<file path="src/hdl/assert_macros.svh">
// Assertion macros shared by the RTL of the scheduler.
// Depends on nothing; included by the files that carry assertions.
`ifndef ASSERT_MACROS_SVH
`define ASSERT_MACROS_SVH

// Checked at every clock edge outside reset.
`define ASSERT_CLK(label, clk, rst, prop, msg) \
  label: assert property (@(posedge clk) disable iff (rst) prop) else $error(msg);

// Checked at every clock edge, reset included.
`define ASSERT_ALWAYS(label, clk, prop, msg) \
  label: assert property (@(posedge clk) prop) else $error(msg);

`endif

</file>
<file path="src/hdl/srt_pkg.sv">
// Package of the shortest-remaining-time scheduler: widths, payload structs,
// and the structs that pass between the control logic and the cell chain.
`default_nettype none

package srt_pkg;

  localparam int FIELD_W          = 12;
  localparam int TIME_W           = 17;
  localparam int INDEX_W          = 4;
  localparam int MAX_PROC_DEFAULT = 16;
  localparam logic [TIME_W-1:0] TIME_MAX = {TIME_W{1'b1}};

  typedef struct packed {
    logic [FIELD_W-1:0] arrival_time;
    logic [FIELD_W-1:0] service_time;
    logic               last_process;
  } in_t;

  typedef struct packed {
    logic [INDEX_W-1:0] process_index;
    logic [TIME_W-1:0]  finish_time;
    logic [TIME_W-1:0]  turnaround_time;
    logic [TIME_W-1:0]  wait_time;
    logic               last_result;
  } out_t;

  // Search record that walks down the cell chain, one cell per cycle.
  typedef struct packed {
    logic               have_sel;
    logic [FIELD_W-1:0] sel_rem;
    logic               have_next;
    logic [FIELD_W-1:0] next_arr;
    logic               run_ok;
    logic [FIELD_W-1:0] run_rem;
  } wave_t;

  // Write command broadcast to every cell; the addressed cell takes it.
  typedef struct packed {
    logic               load;
    logic               update;
    logic               finish;
    logic [FIELD_W-1:0] arr;
    logic [FIELD_W-1:0] svc;
    logic [FIELD_W-1:0] rem;
    logic [TIME_W-1:0]  fin;
  } cell_ctl_t;

  typedef struct packed {
    logic [FIELD_W-1:0] arr;
    logic [FIELD_W-1:0] svc;
    logic [TIME_W-1:0]  fin;
  } cell_data_t;

endpackage

`default_nettype wire

</file>
<file path="src/hdl/srt_cell.sv">
// One process slot of the scheduler's cell chain.
// Depends on srt_pkg; instantiated by shortest_remaining_time_scheduler.
`default_nettype none

module srt_cell
  import srt_pkg::*;
#(
  parameter int IDX = 0,
  parameter int IW  = 4,
  parameter int CW  = 5
) (
  input  wire logic            clk,
  input  wire cell_ctl_t       ctl,
  input  wire logic [IW-1:0]   wr_idx,
  input  wire logic [TIME_W-1:0] tick,
  input  wire logic [IW-1:0]   run_idx,
  input  wire logic [CW-1:0]   count,
  input  wire wave_t           wave_in,
  input  wire logic [IW-1:0]   wave_idx_in,
  output wave_t                wave_out,
  output logic [IW-1:0]        wave_idx_out,
  output cell_data_t           data
);

  logic [FIELD_W-1:0] arr;
  logic [FIELD_W-1:0] svc;
  logic [FIELD_W-1:0] rem;
  logic [TIME_W-1:0]  fin;
  logic               hit;
  logic               pending;
  logic               arrived;
  wave_t              wave_next;
  logic [IW-1:0]      wave_idx_next;

  assign hit     = (wr_idx == IW'(IDX));
  assign pending = (CW'(IDX) < count) && (rem != '0);
  assign arrived = (TIME_W'(arr) <= tick);

  always_ff @(posedge clk) begin
    if (ctl.load && hit) begin
      arr <= ctl.arr;
      svc <= ctl.svc;
      rem <= ctl.svc;
      fin <= TIME_W'(ctl.arr);
    end else if (ctl.update && hit) begin
      rem <= ctl.rem;
      if (ctl.finish) begin
        fin <= ctl.fin;
      end
    end
  end

  // Fold this slot into the record: least remaining among arrived slots
  // (earlier slot wins a tie), and earliest arrival among those still to come.
  always_comb begin
    wave_next     = wave_in;
    wave_idx_next = wave_idx_in;
    if (pending && arrived) begin
      if (!wave_in.have_sel || rem < wave_in.sel_rem) begin
        wave_next.have_sel = 1'b1;
        wave_next.sel_rem  = rem;
        wave_idx_next      = IW'(IDX);
      end
      if (run_idx == IW'(IDX)) begin
        wave_next.run_ok  = 1'b1;
        wave_next.run_rem = rem;
      end
    end else if (pending) begin
      if (!wave_in.have_next || arr < wave_in.next_arr) begin
        wave_next.have_next = 1'b1;
        wave_next.next_arr  = arr;
      end
    end
  end

  always_ff @(posedge clk) begin
    wave_out     <= wave_next;
    wave_idx_out <= wave_idx_next;
  end

  assign data = '{arr: arr, svc: svc, fin: fin};

endmodule

`default_nettype wire

</file>
<file path="src/hdl/shortest_remaining_time_scheduler.sv">
// Shortest-remaining-time-first scheduler, top level.
// Depends on srt_pkg, srt_cell and assert_macros.svh.
//
// Usage. Processes arrive on the input channel (in_valid / in_ready), one
// transaction per process carrying its arrival and service time, and are
// stored in load order; in_ready holds high throughout loading. The
// transaction with last_process set, or the one that fills all
// MAX_PROCESSES slots, starts a preemptive schedule from tick 0; no input is
// taken until every result of the set has been delivered.
// The schedule jumps from event to event (a completion, an arrival, or the
// end of an idle gap). For each event a search record walks the chain of
// cells, one cell per cycle, in the sweep state, and the step state then
// applies the chosen run. A set of N processes has at most about 2N events.
// Results then leave on the output channel (out_valid / out_ready), one
// transaction per process in index order, each passing through the read,
// calculate and send states; a stalled receiver simply holds the current
// result in the output register until it is taken.
// Synchronous reset empties the set, clears start_offset and returns the
// block to loading. start_offset may be written through cfg_wr_en at any
// time the block is idle.
`default_nettype none
`include "assert_macros.svh"

module shortest_remaining_time_scheduler
  import srt_pkg::*;
#(
  parameter int MAX_PROCESSES = MAX_PROC_DEFAULT
) (
  input  wire logic               clk,
  input  wire logic               rst,
  input  wire logic               in_valid,
  output logic                    in_ready,
  input  wire in_t                in_data,
  output logic                    out_valid,
  input  wire logic               out_ready,
  output out_t                    out_data,
  input  wire logic               cfg_wr_en,
  input  wire logic [FIELD_W-1:0] cfg_wr_data
);

  localparam int IW = (MAX_PROCESSES > 1) ? $clog2(MAX_PROCESSES) : 1;
  localparam int CW = $clog2(MAX_PROCESSES + 1);

  typedef enum logic [5:0] {
    ST_LOAD  = 6'b000001,
    ST_SWEEP = 6'b000010,
    ST_STEP  = 6'b000100,
    ST_RD    = 6'b001000,
    ST_CALC  = 6'b010000,
    ST_SEND  = 6'b100000
  } state_t;

  function automatic logic [TIME_W-1:0] sat_time(input logic [TIME_W+1:0] v);
    logic [TIME_W-1:0] r;
    r = (v > (TIME_W+2)'(TIME_MAX)) ? TIME_MAX : v[TIME_W-1:0];
    return r;
  endfunction

  state_t               state;
  logic [CW-1:0]        loaded_count;
  logic [CW-1:0]        left;
  logic [IW-1:0]        sweep_cnt;
  logic [TIME_W-1:0]    tick;
  logic [IW-1:0]        run_idx;
  logic [IW-1:0]        out_idx;
  logic [FIELD_W-1:0]   start_offset;
  logic [TIME_W:0]      fin_r;
  logic [FIELD_W-1:0]   arr_r;
  logic signed [FIELD_W:0] dos_r;

  // Cell chain wiring: the record enters the first cell empty.
  wave_t                wave     [MAX_PROCESSES+1];
  logic [IW-1:0]        wave_idx [MAX_PROCESSES+1];
  cell_data_t           cdata    [MAX_PROCESSES];
  cell_ctl_t            ctl;
  logic [IW-1:0]        wr_idx;

  // Decision signals of the step cycle.
  wave_t                w;
  logic [IW-1:0]        sel_idx;
  logic [FIELD_W-1:0]   gap;
  logic [FIELD_W-1:0]   run_len;
  logic [FIELD_W-1:0]   rem_new;
  logic [TIME_W-1:0]    tick_new;
  logic [CW-1:0]        left_inc;
  logic                 load_last;
  cell_data_t           rd_data;
  logic [TIME_W:0]      tat;
  logic [TIME_W+1:0]    wt_sum;

  assign wave[0]     = '0;
  assign wave_idx[0] = '0;

  for (genvar i = 0; i < MAX_PROCESSES; i++) begin : g_cell
    srt_cell #(
      .IDX (i),
      .IW  (IW),
      .CW  (CW)
    ) u_cell (
      .clk          (clk),
      .ctl          (ctl),
      .wr_idx       (wr_idx),
      .tick         (tick),
      .run_idx      (run_idx),
      .count        (loaded_count),
      .wave_in      (wave[i]),
      .wave_idx_in  (wave_idx[i]),
      .wave_out     (wave[i+1]),
      .wave_idx_out (wave_idx[i+1]),
      .data         (cdata[i])
    );
  end

  assign in_ready  = (state == ST_LOAD);
  assign out_valid = (state == ST_SEND);

  // The record at the end of the chain holds the lowest-index minimum. The
  // process that ran last keeps the slot when its remaining time ties.
  // A run lasts until the chosen process completes or the next arrival.
  assign w        = wave[MAX_PROCESSES];
  assign sel_idx  = (w.run_ok && (w.run_rem == w.sel_rem)) ? run_idx
                                                           : wave_idx[MAX_PROCESSES];
  assign gap      = w.next_arr - tick[FIELD_W-1:0];
  assign run_len  = (w.have_next && (gap < w.sel_rem)) ? gap : w.sel_rem;
  assign rem_new  = w.sel_rem - run_len;
  assign tick_new = sat_time((TIME_W+2)'(tick) + (TIME_W+2)'(run_len));

  assign left_inc  = left + CW'(in_data.service_time != '0);
  assign load_last = in_data.last_process || (loaded_count == CW'(MAX_PROCESSES - 1));

  always_comb begin
    ctl        = '0;
    ctl.arr    = in_data.arrival_time;
    ctl.svc    = in_data.service_time;
    ctl.rem    = rem_new;
    ctl.fin    = tick_new;
    ctl.finish = (rem_new == '0);
    ctl.load   = (state == ST_LOAD) && in_valid;
    ctl.update = (state == ST_STEP) && w.have_sel;
    wr_idx     = (state == ST_LOAD) ? loaded_count[IW-1:0] : sel_idx;
  end

  assign rd_data = cdata[out_idx];
  assign tat     = fin_r - (TIME_W+1)'(arr_r);
  assign wt_sum  = (TIME_W+2)'(tat) + (TIME_W+2)'(dos_r);

  always_ff @(posedge clk) begin
    if (rst) begin
      start_offset <= '0;
    end else if (cfg_wr_en) begin
      start_offset <= cfg_wr_data;
    end
  end

  always_ff @(posedge clk) begin
    if (rst) begin
      state        <= ST_LOAD;
      loaded_count <= '0;
      left         <= '0;
      sweep_cnt    <= '0;
      tick         <= '0;
      run_idx      <= '0;
      out_idx      <= '0;
    end else begin
      case (state)
        ST_LOAD: begin
          if (in_valid) begin
            loaded_count <= loaded_count + CW'(1);
            left         <= left_inc;
            if (load_last) begin
              tick      <= '0;
              run_idx   <= '0;
              sweep_cnt <= '0;
              out_idx   <= '0;
              state     <= (left_inc == '0) ? ST_RD : ST_SWEEP;
            end
          end
        end
        ST_SWEEP: begin
          sweep_cnt <= sweep_cnt + IW'(1);
          if (sweep_cnt == IW'(MAX_PROCESSES - 1)) begin
            state <= ST_STEP;
          end
        end
        ST_STEP: begin
          sweep_cnt <= '0;
          state     <= ST_SWEEP;
          if (!w.have_sel) begin
            // Nothing ready: skip the idle gap to the next arrival.
            tick <= TIME_W'(w.next_arr);
          end else begin
            run_idx <= sel_idx;
            tick    <= tick_new;
            if (rem_new == '0) begin
              left <= left - CW'(1);
              if (left == CW'(1)) begin
                state <= ST_RD;
              end
            end
          end
        end
        ST_RD: begin
          state <= ST_CALC;
        end
        ST_CALC: begin
          state <= ST_SEND;
        end
        ST_SEND: begin
          if (out_ready) begin
            if (out_data.last_result) begin
              loaded_count <= '0;
              left         <= '0;
              state        <= ST_LOAD;
            end else begin
              out_idx <= out_idx + IW'(1);
              state   <= ST_RD;
            end
          end
        end
        default: begin
          state <= ST_LOAD;
        end
      endcase
    end
  end

  // Result datapath: read the slot, then form the three times.
  always_ff @(posedge clk) begin
    if (state == ST_RD) begin
      fin_r <= (TIME_W+1)'(rd_data.fin) + (TIME_W+1)'(start_offset);
      arr_r <= rd_data.arr;
      dos_r <= $signed({1'b0, start_offset}) - $signed({1'b0, rd_data.svc});
    end
    if (state == ST_CALC) begin
      out_data.process_index   <= INDEX_W'(out_idx);
      out_data.finish_time     <= sat_time((TIME_W+2)'(fin_r));
      out_data.turnaround_time <= sat_time((TIME_W+2)'(tat));
      out_data.wait_time       <= sat_time(wt_sum);
      out_data.last_result     <= (CW'(out_idx) == (loaded_count - CW'(1)));
    end
  end

  `ASSERT_ALWAYS(a_reset_quiet, clk, rst |=> (!out_valid && in_ready), "outputs not quiet after reset")
  `ASSERT_CLK(a_one_side, clk, rst, !(in_ready && out_valid), "loading while results are pending")
  `ASSERT_CLK(a_left_bound, clk, rst, (left <= loaded_count), "more unfinished processes than loaded")
  `ASSERT_CLK(a_step_work, clk, rst, (state == ST_STEP) |-> (w.have_sel || w.have_next), "schedule step with no process to run or await")
  `ASSERT_CLK(a_last_back, clk, rst, (out_valid && out_ready && out_data.last_result) |=> in_ready, "block did not return to loading after the final result")

endmodule

`default_nettype wire

</file>
<file path="config.mk">
export PLATFORM = sky130hd
export DESIGN_NAME = shortest_remaining_time_scheduler
export DESIGN_NICKNAME = d
export VERILOG_FILES = /design/src/hdl/srt_pkg.sv /design/src/hdl/srt_cell.sv /design/src/hdl/shortest_remaining_time_scheduler.sv
export VERILOG_INCLUDE_DIRS = /design/src /design/src/hdl
export SDC_FILE = /design/constraint.sdc
export NUM_CORES = 2
export LEC_CHECK = 0
export ABC_AREA = 0
export BUFFER_PORTS_ARGS = -buffer_cell sky130_fd_sc_hd__buf_2
export CORE_ASPECT_RATIO = 2
export CORE_UTILIZATION = 50
export CTS_BUF_LIST = sky130_fd_sc_hd__clkbuf_8
export DETAILED_ROUTE_END_ITERATION = 7
export GPL_TIMING_DRIVEN = 0
export PLACE_DENSITY = 0.66
export SLEW_MARGIN = 20
export SYNTH_ARGS = -nofsm -noshare
export SYNTH_HDL_FRONTEND = slang
export SYNTH_SLANG_ARGS = --single-unit
</file>
<file path="constraint.sdc">
create_clock -name clk -period 10.9 [get_ports clk]
set_clock_uncertainty 0.15 [all_clocks]
set_input_delay 1.635 -clock clk [delete_from_list [all_inputs] [get_ports clk]]
set_output_delay 1.635 -clock clk [all_outputs]
set_load 0.02 [all_outputs]
</file>
Yosys cells after proc, flatten, opt, wreduce, memory -nomap -nowiden
Index checks and enable logic that the tools add are counted.
{"block": "op_classes", "reduce_logical": 227, "n_bitwise": 2, "n_mux": 254, "magnitude_cmp": 68, "n_eq_ne": 49, "n_addsub": 13}
{"op": "$mux W13", "n": 108}
{"op": "$mux W12", "n": 81}
{"op": "$lt A12 B12 Y1", "n": 31}
{"op": "$le A12 B17 Y1", "n": 16}
{"op": "$reduce_bool A12 Y1", "n": 17}
{"op": "$bmux W41 S4", "n": 1}
{"op": "$mux W4", "n": 40}
{"op": "$mux W41", "n": 2}
{"op": "$eq A4 B4 Y1 const B", "n": 17}
{"op": "$logic_and A1 B1 Y1", "n": 68}
{"op": "$mux W17", "n": 4}
{"op": "$reduce_bool A2 Y1", "n": 34}
{"op": "$reduce_and A2 Y1", "n": 33}
{"op": "$gt A18 B17 Y1 const B", "n": 3}
{"op": "$lt A4 B5 Y1 const A", "n": 8}
{"op": "$add A17 B12 Y18", "n": 2}
{"op": "$pmux W6 S6", "n": 1}
{"op": "$pmux W17 S2", "n": 1}
{"op": "$eq A4 B3 Y1 const B", "n": 8}
{"op": "$logic_or A1 B1 Y1", "n": 31}
{"op": "$logic_not A1 Y1", "n": 30}
{"op": "$mux W5", "n": 6}
{"op": "$mux W6", "n": 4}
{"op": "$sub A12 B12 Y12", "n": 2}
{"op": "other kinds (42)", "n": 65}
{"block": "totals", "reg_bits": 1688, "inputBits": 42, "wordCells": 820}

Depth between registers and ports, before layout
{"block": "logic_depth", "word_depth": 10, "mapped_depth": 33}

By module
A second synthesis with hierarchy kept.
{"block": "unflattened", "hier_cells": 6615, "area_unflattened_um2": 84715.0}
{"module": "shortest_remaining_time_scheduler", "instances": 1, "seq_area_each_um2": 4113.9, "cells_each": 1451, "area_each_um2": 15886.5}
{"module": "srt_cell at g_cell[0].u_cell", "instances": 1, "seq_area_each_um2": 2402.3, "cells_each": 322, "area_each_um2": 4404.2}
{"module": "srt_cell at g_cell[7].u_cell", "instances": 1, "seq_area_each_um2": 2402.3, "cells_each": 326, "area_each_um2": 4361.7}
{"module": "srt_cell at g_cell[10].u_cell", "instances": 1, "seq_area_each_um2": 2402.3, "cells_each": 321, "area_each_um2": 4324.1}
{"module": "srt_cell at g_cell[12].u_cell", "instances": 1, "seq_area_each_um2": 2402.3, "cells_each": 323, "area_each_um2": 4320.4}
{"module": "srt_cell at g_cell[3].u_cell", "instances": 1, "seq_area_each_um2": 2402.3, "cells_each": 325, "area_each_um2": 4320.4}
{"module": "srt_cell at g_cell[14].u_cell", "instances": 1, "seq_area_each_um2": 2402.3, "cells_each": 324, "area_each_um2": 4316.6}
{"module": "srt_cell at g_cell[11].u_cell", "instances": 1, "seq_area_each_um2": 2402.3, "cells_each": 324, "area_each_um2": 4312.9}
{"module": "srt_cell at g_cell[2].u_cell", "instances": 1, "seq_area_each_um2": 2402.3, "cells_each": 321, "area_each_um2": 4309.1}
{"module": "srt_cell at g_cell[9].u_cell", "instances": 1, "seq_area_each_um2": 2402.3, "cells_each": 328, "area_each_um2": 4302.9}
{"module": "srt_cell at g_cell[5].u_cell", "instances": 1, "seq_area_each_um2": 2402.3, "cells_each": 325, "area_each_um2": 4301.6}
{"module": "srt_cell at g_cell[6].u_cell", "instances": 1, "seq_area_each_um2": 2402.3, "cells_each": 320, "area_each_um2": 4280.4}
{"module": "srt_cell at g_cell[15].u_cell", "instances": 1, "seq_area_each_um2": 2402.3, "cells_each": 319, "area_each_um2": 4271.6}
{"module": "srt_cell at g_cell[13].u_cell", "instances": 1, "seq_area_each_um2": 2402.3, "cells_each": 323, "area_each_um2": 4260.3}
{"module": "3 more rows"}

Least setup slack after synthesis
No wires, ideal clock.
{"block": "synth_timing", "path_type": "flip-flop to flip-flop", "from": "register tick[0]", "to": "register g_cell[1].u_cell.fin[0], enable pin", "stages_incl_launch_ff": 30, "slack_ns": 3.385, "required_time_ns": 10.400, "t_arrival_ns": 7.014, "setup_ns": 0.350, "period_less_slack_ns": 7.515, "cell_sequence": "dfxtp_1 ha_1 inv_1 fa_1 a21o_1 a21oi_1 o21bai_1 a21oi_1 o21ai_0 nand3_1 nand2_1 xor2_1 ha_1 and4_1 o211ai_1 o21ai_1 clkbuf_1 mux2_2 inv_1 ha_1 nor2b_1 o31a_1 o211a_1 or3_1 a2111oi_0 nand4_1 nor4_4 buf_2 nand3_1 nand2_1"}
{"block": "synth_via", "elab_chain_len": 8}
{"element": "from (decl)", "line_no": "shortest_remaining_time_scheduler.sv:63", "rtl": "logic [TIME_W-1:0] tick;"}
{"element": "from (signal assigned)", "line_no": "shortest_remaining_time_scheduler.sv:190", "rtl": "tick <= TIME_W'(w.next_arr);"}
{"element": "from (signal assigned)", "line_no": "shortest_remaining_time_scheduler.sv:193", "rtl": "tick <= tick_new;"}
{"element": "$sub A12 B12 Y12 *", "line_no": "shortest_remaining_time_scheduler.sv:123", "rtl": "assign gap = w.next_arr - tick[FIELD_W-1:0];"}
{"element": "$lt A12 B12 Y1", "line_no": "shortest_remaining_time_scheduler.sv:124", "rtl": "assign run_len = (w.have_next && (gap < w.sel_rem)) ? gap : w.sel_rem;"}
{"element": "$logic_and A1 B1 Y1", "line_no": "shortest_remaining_time_scheduler.sv:124"}
{"element": "$mux W12 *", "line_no": "shortest_remaining_time_scheduler.sv:124"}
{"element": "$sub A12 B12 Y12 *", "line_no": "shortest_remaining_time_scheduler.sv:125", "rtl": "assign rem_new = w.sel_rem - run_len;"}
{"element": "$logic_not A12 Y1 *", "line_no": "shortest_remaining_time_scheduler.sv:137", "rtl": "ctl.finish = (rem_new == '0);"}
{"element": "$reduce_bool A2 Y1 (no source line) *"}
{"element": "$reduce_and A2 Y1 (no source line) *"}
{"element": "to (signal assigned)", "line_no": "srt_cell.sv:44", "rtl": "fin <= TIME_W'(ctl.arr);"}
{"element": "to (signal assigned)", "line_no": "srt_cell.sv:48", "rtl": "fin <= ctl.fin;"}
{"element": "to (decl)", "line_no": "srt_cell.sv:28", "rtl": "logic [TIME_W-1:0] fin;"}
Every way passes the cells marked *; elsewhere a longest branch is shown, timed or not.
A chain may end at the register's enable or synchronous reset.

Worst setup path after layout
{"block": "layout_timing", "from": "register tick[2]", "to": "register g_cell[2].u_cell.fin[2], enable pin"}
{"block": "layout_via", "elab_chain_len": 8}
{"element": "$sub A12 B12 Y12 *", "line_no": "shortest_remaining_time_scheduler.sv:123"}
{"element": "$lt A12 B12 Y1", "line_no": "shortest_remaining_time_scheduler.sv:124"}
{"element": "$logic_and A1 B1 Y1", "line_no": "shortest_remaining_time_scheduler.sv:124"}
{"element": "$mux W12 *", "line_no": "shortest_remaining_time_scheduler.sv:124"}
{"element": "$sub A12 B12 Y12 *", "line_no": "shortest_remaining_time_scheduler.sv:125"}
{"element": "$logic_not A12 Y1 *", "line_no": "shortest_remaining_time_scheduler.sv:137"}
{"element": "$reduce_bool A2 Y1 (no source line) *"}
{"element": "$reduce_and A2 Y1 (no source line) *"}
{"element": "to (signal assigned)", "line_no": "srt_cell.sv:44"}
{"element": "to (signal assigned)", "line_no": "srt_cell.sv:48"}
{"element": "to (decl)", "line_no": "srt_cell.sv:28"}
Marks and branches as above.

==> summary.md <==
| Metric | Value |
|---|---|
| Comb power frac | `40.2%` |
| GP Congestion | `1.02` |
| Die H | `570 µm` |
| CP Class | `reg2reg` |
| R2r setup slk | `1.03 ns` |
| Longest Clk Path Bufs | `4` |
| Register share of total power | `39.1%` |
| Tcrit/Tclk final | `90.6%` |
| Hold_sp | `g_cell[11].u_cell.wave_out[19]` |
| Synth cell count leaders | `edfxtp_1 (867), dfxtp_1 (810), ha_1 (630)` |
| Fin. Hold Viols | `0` |
| Most frequent cell after synthesis | `edfxtp_1` |
| Critical Path RT | `11.33 ns` |
| Maximum VDD drop | `0.000334 V` |
| DRC viols | `0` |
| Largest net degree at the start of global routing | `34` |
| Post-synth top area share | `32.3%` |
| Cts repair resizes | `0` |
| Synth top area cells | `edfxtp_1 (32%), dfxtp_1 (20%), ha_1 (9.8%)` |
| Most used cell, CP | `ha_1` |
| Register area share after synthesis | `52.3%` |
| Max FO, Critical Path | `18` |
| Final Cell Area | `89,200 µm²` |
| Internal cell power | `14,600 µW` |
| Routed Antenna Nets | `0` |
| DRT iter0 DRCs | `4,719` |
| Max Clk Rate | `101 MHz` |
| Site Rows | `208` |
| P_leak | `0.0350 µW` |
| Layout cells sized above 1 | `19.5%` |
| Asr flop ratio synth | `0%` |
| Avg Cell Area, Syn | `12.0 µm²` |
| Gr usage total | `36.0%` |
| Reg clk slew, reported paths | `0.08 ns` |
| Vias in the first global route | `59.3k` |
| MaxCap Viol Count | `0` |
| Cells after Synth | `6,727` |
| Clk network pwr share | `20.8%` |
| R2r startpoint | `tick[2]` |
| Worst skew pair latency | `1.00 ns` |
| R2r endpoint | `g_cell[2].u_cell.fin[2]` |
| Final #Nets | `7,765` |
| Worst setup EP type | `flip-flop` |
| Main synth FF type | `edfxtp_1` |
| Total CTS buffers | `233` |
| Cell Pwr Density | `275 nW/µm²` |
| Hold Buf Count CTS | `0` |
| Final setup viols | `0` |
| CTS tree | `yes` |
| Final Max Tran Viols | `0` |
| R2r worst-path depth | `28` |
| Arrival time worst endpoint | `10.30 ns` |
| Core footprint | `160,000 µm²` |
| Final Util | `55.6%` |
| Max-Slew Margin vs Limit | `12.0%` |
| Wirelength per Cell | `31.3 µm` |
| Final wirelength | `294 mm` |
| Clk Tree Root Cell | `clkbuf_8` |
| DR vias/cell | `6.16` |
| PortBufs | `98` |
| Slowest-stage cell, CP | `nor4_4` |
| Synth Net Count | `7,406` |
| First-pass GRT wire length | `412 mm` |
| Die area | `163,000 µm²` |
| TritonRoute pass-1 iters | `7` |
| Cell variety after synth | `90` |
| H-tree Lvls | `4` |
| Hold worst-path end | `g_cell[12].u_cell.wave_out[19]` |
| Vias | `57.9k` |
| Final min period | `9.87 ns` |
| Sw power | `9970 µW` |
| Starting Density | `50.3%` |
| Post-CTS Setup Inserts | `0` |
| Min-delay worst type | `reg2reg` |
| Area Overhead vs Synth | `10.5%` |
| Number of synthesized flops with an enable pin | `867` |
| Cell depth of the worst hold path | `1` |
| Initial antenna violation count | `28` |
| Max stage delay on crit path | `0.70 ns` |
| Yosys top cell by area | `edfxtp_1` |
| CP startpoint kind | `flip-flop` |
| Unrepaired setup endpoints after global routing | `false` |
| DP Area | `84,400 µm²` |
| Status | `finished, final reports clean` |
| Sw Share | `40.6%` |
| Die width | `286 µm` |
| Top Ports | `100` |
| Slew @ Worst Pin | `1.32 ns` |
| Synthesis warning total | `0` |
| GRT overflow | `0` |
| Clock sink count | `1,677` |
| Flops & latches, synth | `1,677` |
| Post-Syn Area | `80,700 µm²` |
| DP HPWL | `222 mm` |
-- routing by layer --
| metal | GRT usage, % | vias up | share of wire [%] |
|---|---|---|---|
| li1 | - | 25400 | - |
| met1 | 33.2 | 28400 | 30 |
| met2 | 63.9 | 2907 | 51 |
| met3 | 7.04 | 1226 | 6.8 |
| met4 | 36.7 | 18 | 12 |
| met5 | 0 | - | 0.045 |
-- worst max path at each step --
stage | startpoint | endpoint | slack [ns] | cells past startpoint
after detailed placement | tick[1] | g_cell[3].u_cell.fin[3] | 1.36 | 28
after CTS | tick[1] | g_cell[3].u_cell.fin[3] | 1.33 | 28
final | tick[2] | g_cell[2].u_cell.fin[2] | 1.03 | 28
after floorplan | tick[0] | g_cell[1].u_cell.fin[0] | 3.39 | 29
after global placement | tick[0] | g_cell[1].u_cell.fin[3] | -0.59 | 29
after global routing | tick[2] | g_cell[2].u_cell.fin[11] | 0.47 | 28
-- cells by family after synthesis --
| logic type | synth area share (%) |
|---|---|
| XOR/XNOR | 1.03 |
| multiplexers | 14.6 |
| AND/OR/NAND/NOR | 8.94 |
| flip-flops | 52.3 |
| AO/OA/AOI/OAI | 9.36 |
| buffers and inverters | 3.76 |
| adder cells (fa/ha/maj) | 9.94 |
-- flip-flops by register name (all words and copies together), names as in the netlist, 5 cells and up --
name and cells:
g_cell.u_cell.arr 192, g_cell.u_cell.svc 192, state 6, tick 17, g_cell.u_cell.wave_idx_out 49, left 5, out_data 56, g_cell.u_cell.fin 272
dos_r 13, arr_r 12, fin_r 18, start_offset 12, g_cell.u_cell.rem 192, loaded_count 5, g_cell.u_cell.wave_out 624
-- cells in the final DEF (no fill, tap or decap), types with 25 or more instances in the layout --
cell type / synthesis / routed
o21a_1: 105 / 105
o21bai_1: 28 / 28
a21o_1: 115 / 115
or2_2: 55 / 55
a21boi_0: 25 / 25
buf_1: 62 / 57
dfxtp_1: 810 / 809
o211ai_1: 43 / 43
o21ai_0: 294 / 294
nor2b_1: 58 / 58
nor2_1: 425 / 409
and3_1: 25 / 25
a31oi_1: 35 / 35
nand3_1: 89 / 89
clkbuf_8: 0 / 262
xor2_1: 35 / 33
clkinv_2: 0 / 40
xnor2_1: 57 / 55
nand4_1: 33 / 33
a21oi_1: 400 / 398
nor4_1: 83 / 83
edfxtp_1: 867 / 867
clkinv_1: 9 / 26
buf_2: 40 / 141
nor3_1: 35 / 34
clkbuf_1: 211 / 179
nand2_1: 406 / 406
ha_1: 630 / 630
inv_1: 457 / 533
mux2i_1: 98 / 98
mux2_2: 551 / 551
mux4_2: 205 / 205
nand2b_1: 127 / 127
a211oi_1: 46 / 46
-- cell type report --
type / instances / area, µm²
flip-flops and latches: 1677 / 42300
well taps: 2100 / 2630
clock buffers: 262 / 3610
multi-input cells: 4264 / 35500
repair buffers: 124 / 873
inverters: 469 / 1760
plain buffers: 317 / 1360
fillers: 13700 / 71100
clock inverters: 169 / 1150
diodes: 24 / 60.1
-- critical path, delay by kind of cell (launching register included) --
kind            cells  cell delay, ns
compound gates     12            3.47
xor+xnor            1            0.17
fa+ha+maj           4            1.45
buf+inv             3            1.46
flops               1            0.35
simple gates        8            2.39
-- per-stage QoR --
stage	setup slack, ns	cells	setup TNS (ns)	power [µW]	hold slack [ns]
floorplan	3.39	6727	0	14700	0.236
global placement	-0.586	8925	-77.75	18700	0.246
detailed placement	1.36	8951	0	19100	0.250
CTS	1.33	9382	0	24200	0.266
global route	0.467	9385	0	25400	0.273
finish	1.03	9406	0	24500	0.263
-- power by group through the flow --
stage	clock network (µW)	logic, µW	registers, µW
floorplan	0	5440	9260
global placement	0	8970	9690
detailed placement	0	9370	9680
CTS	5120	9470	9560
global route	5360	10400	9650
finish	5100	9860	9590
Power figures use the tool's default switching activity.
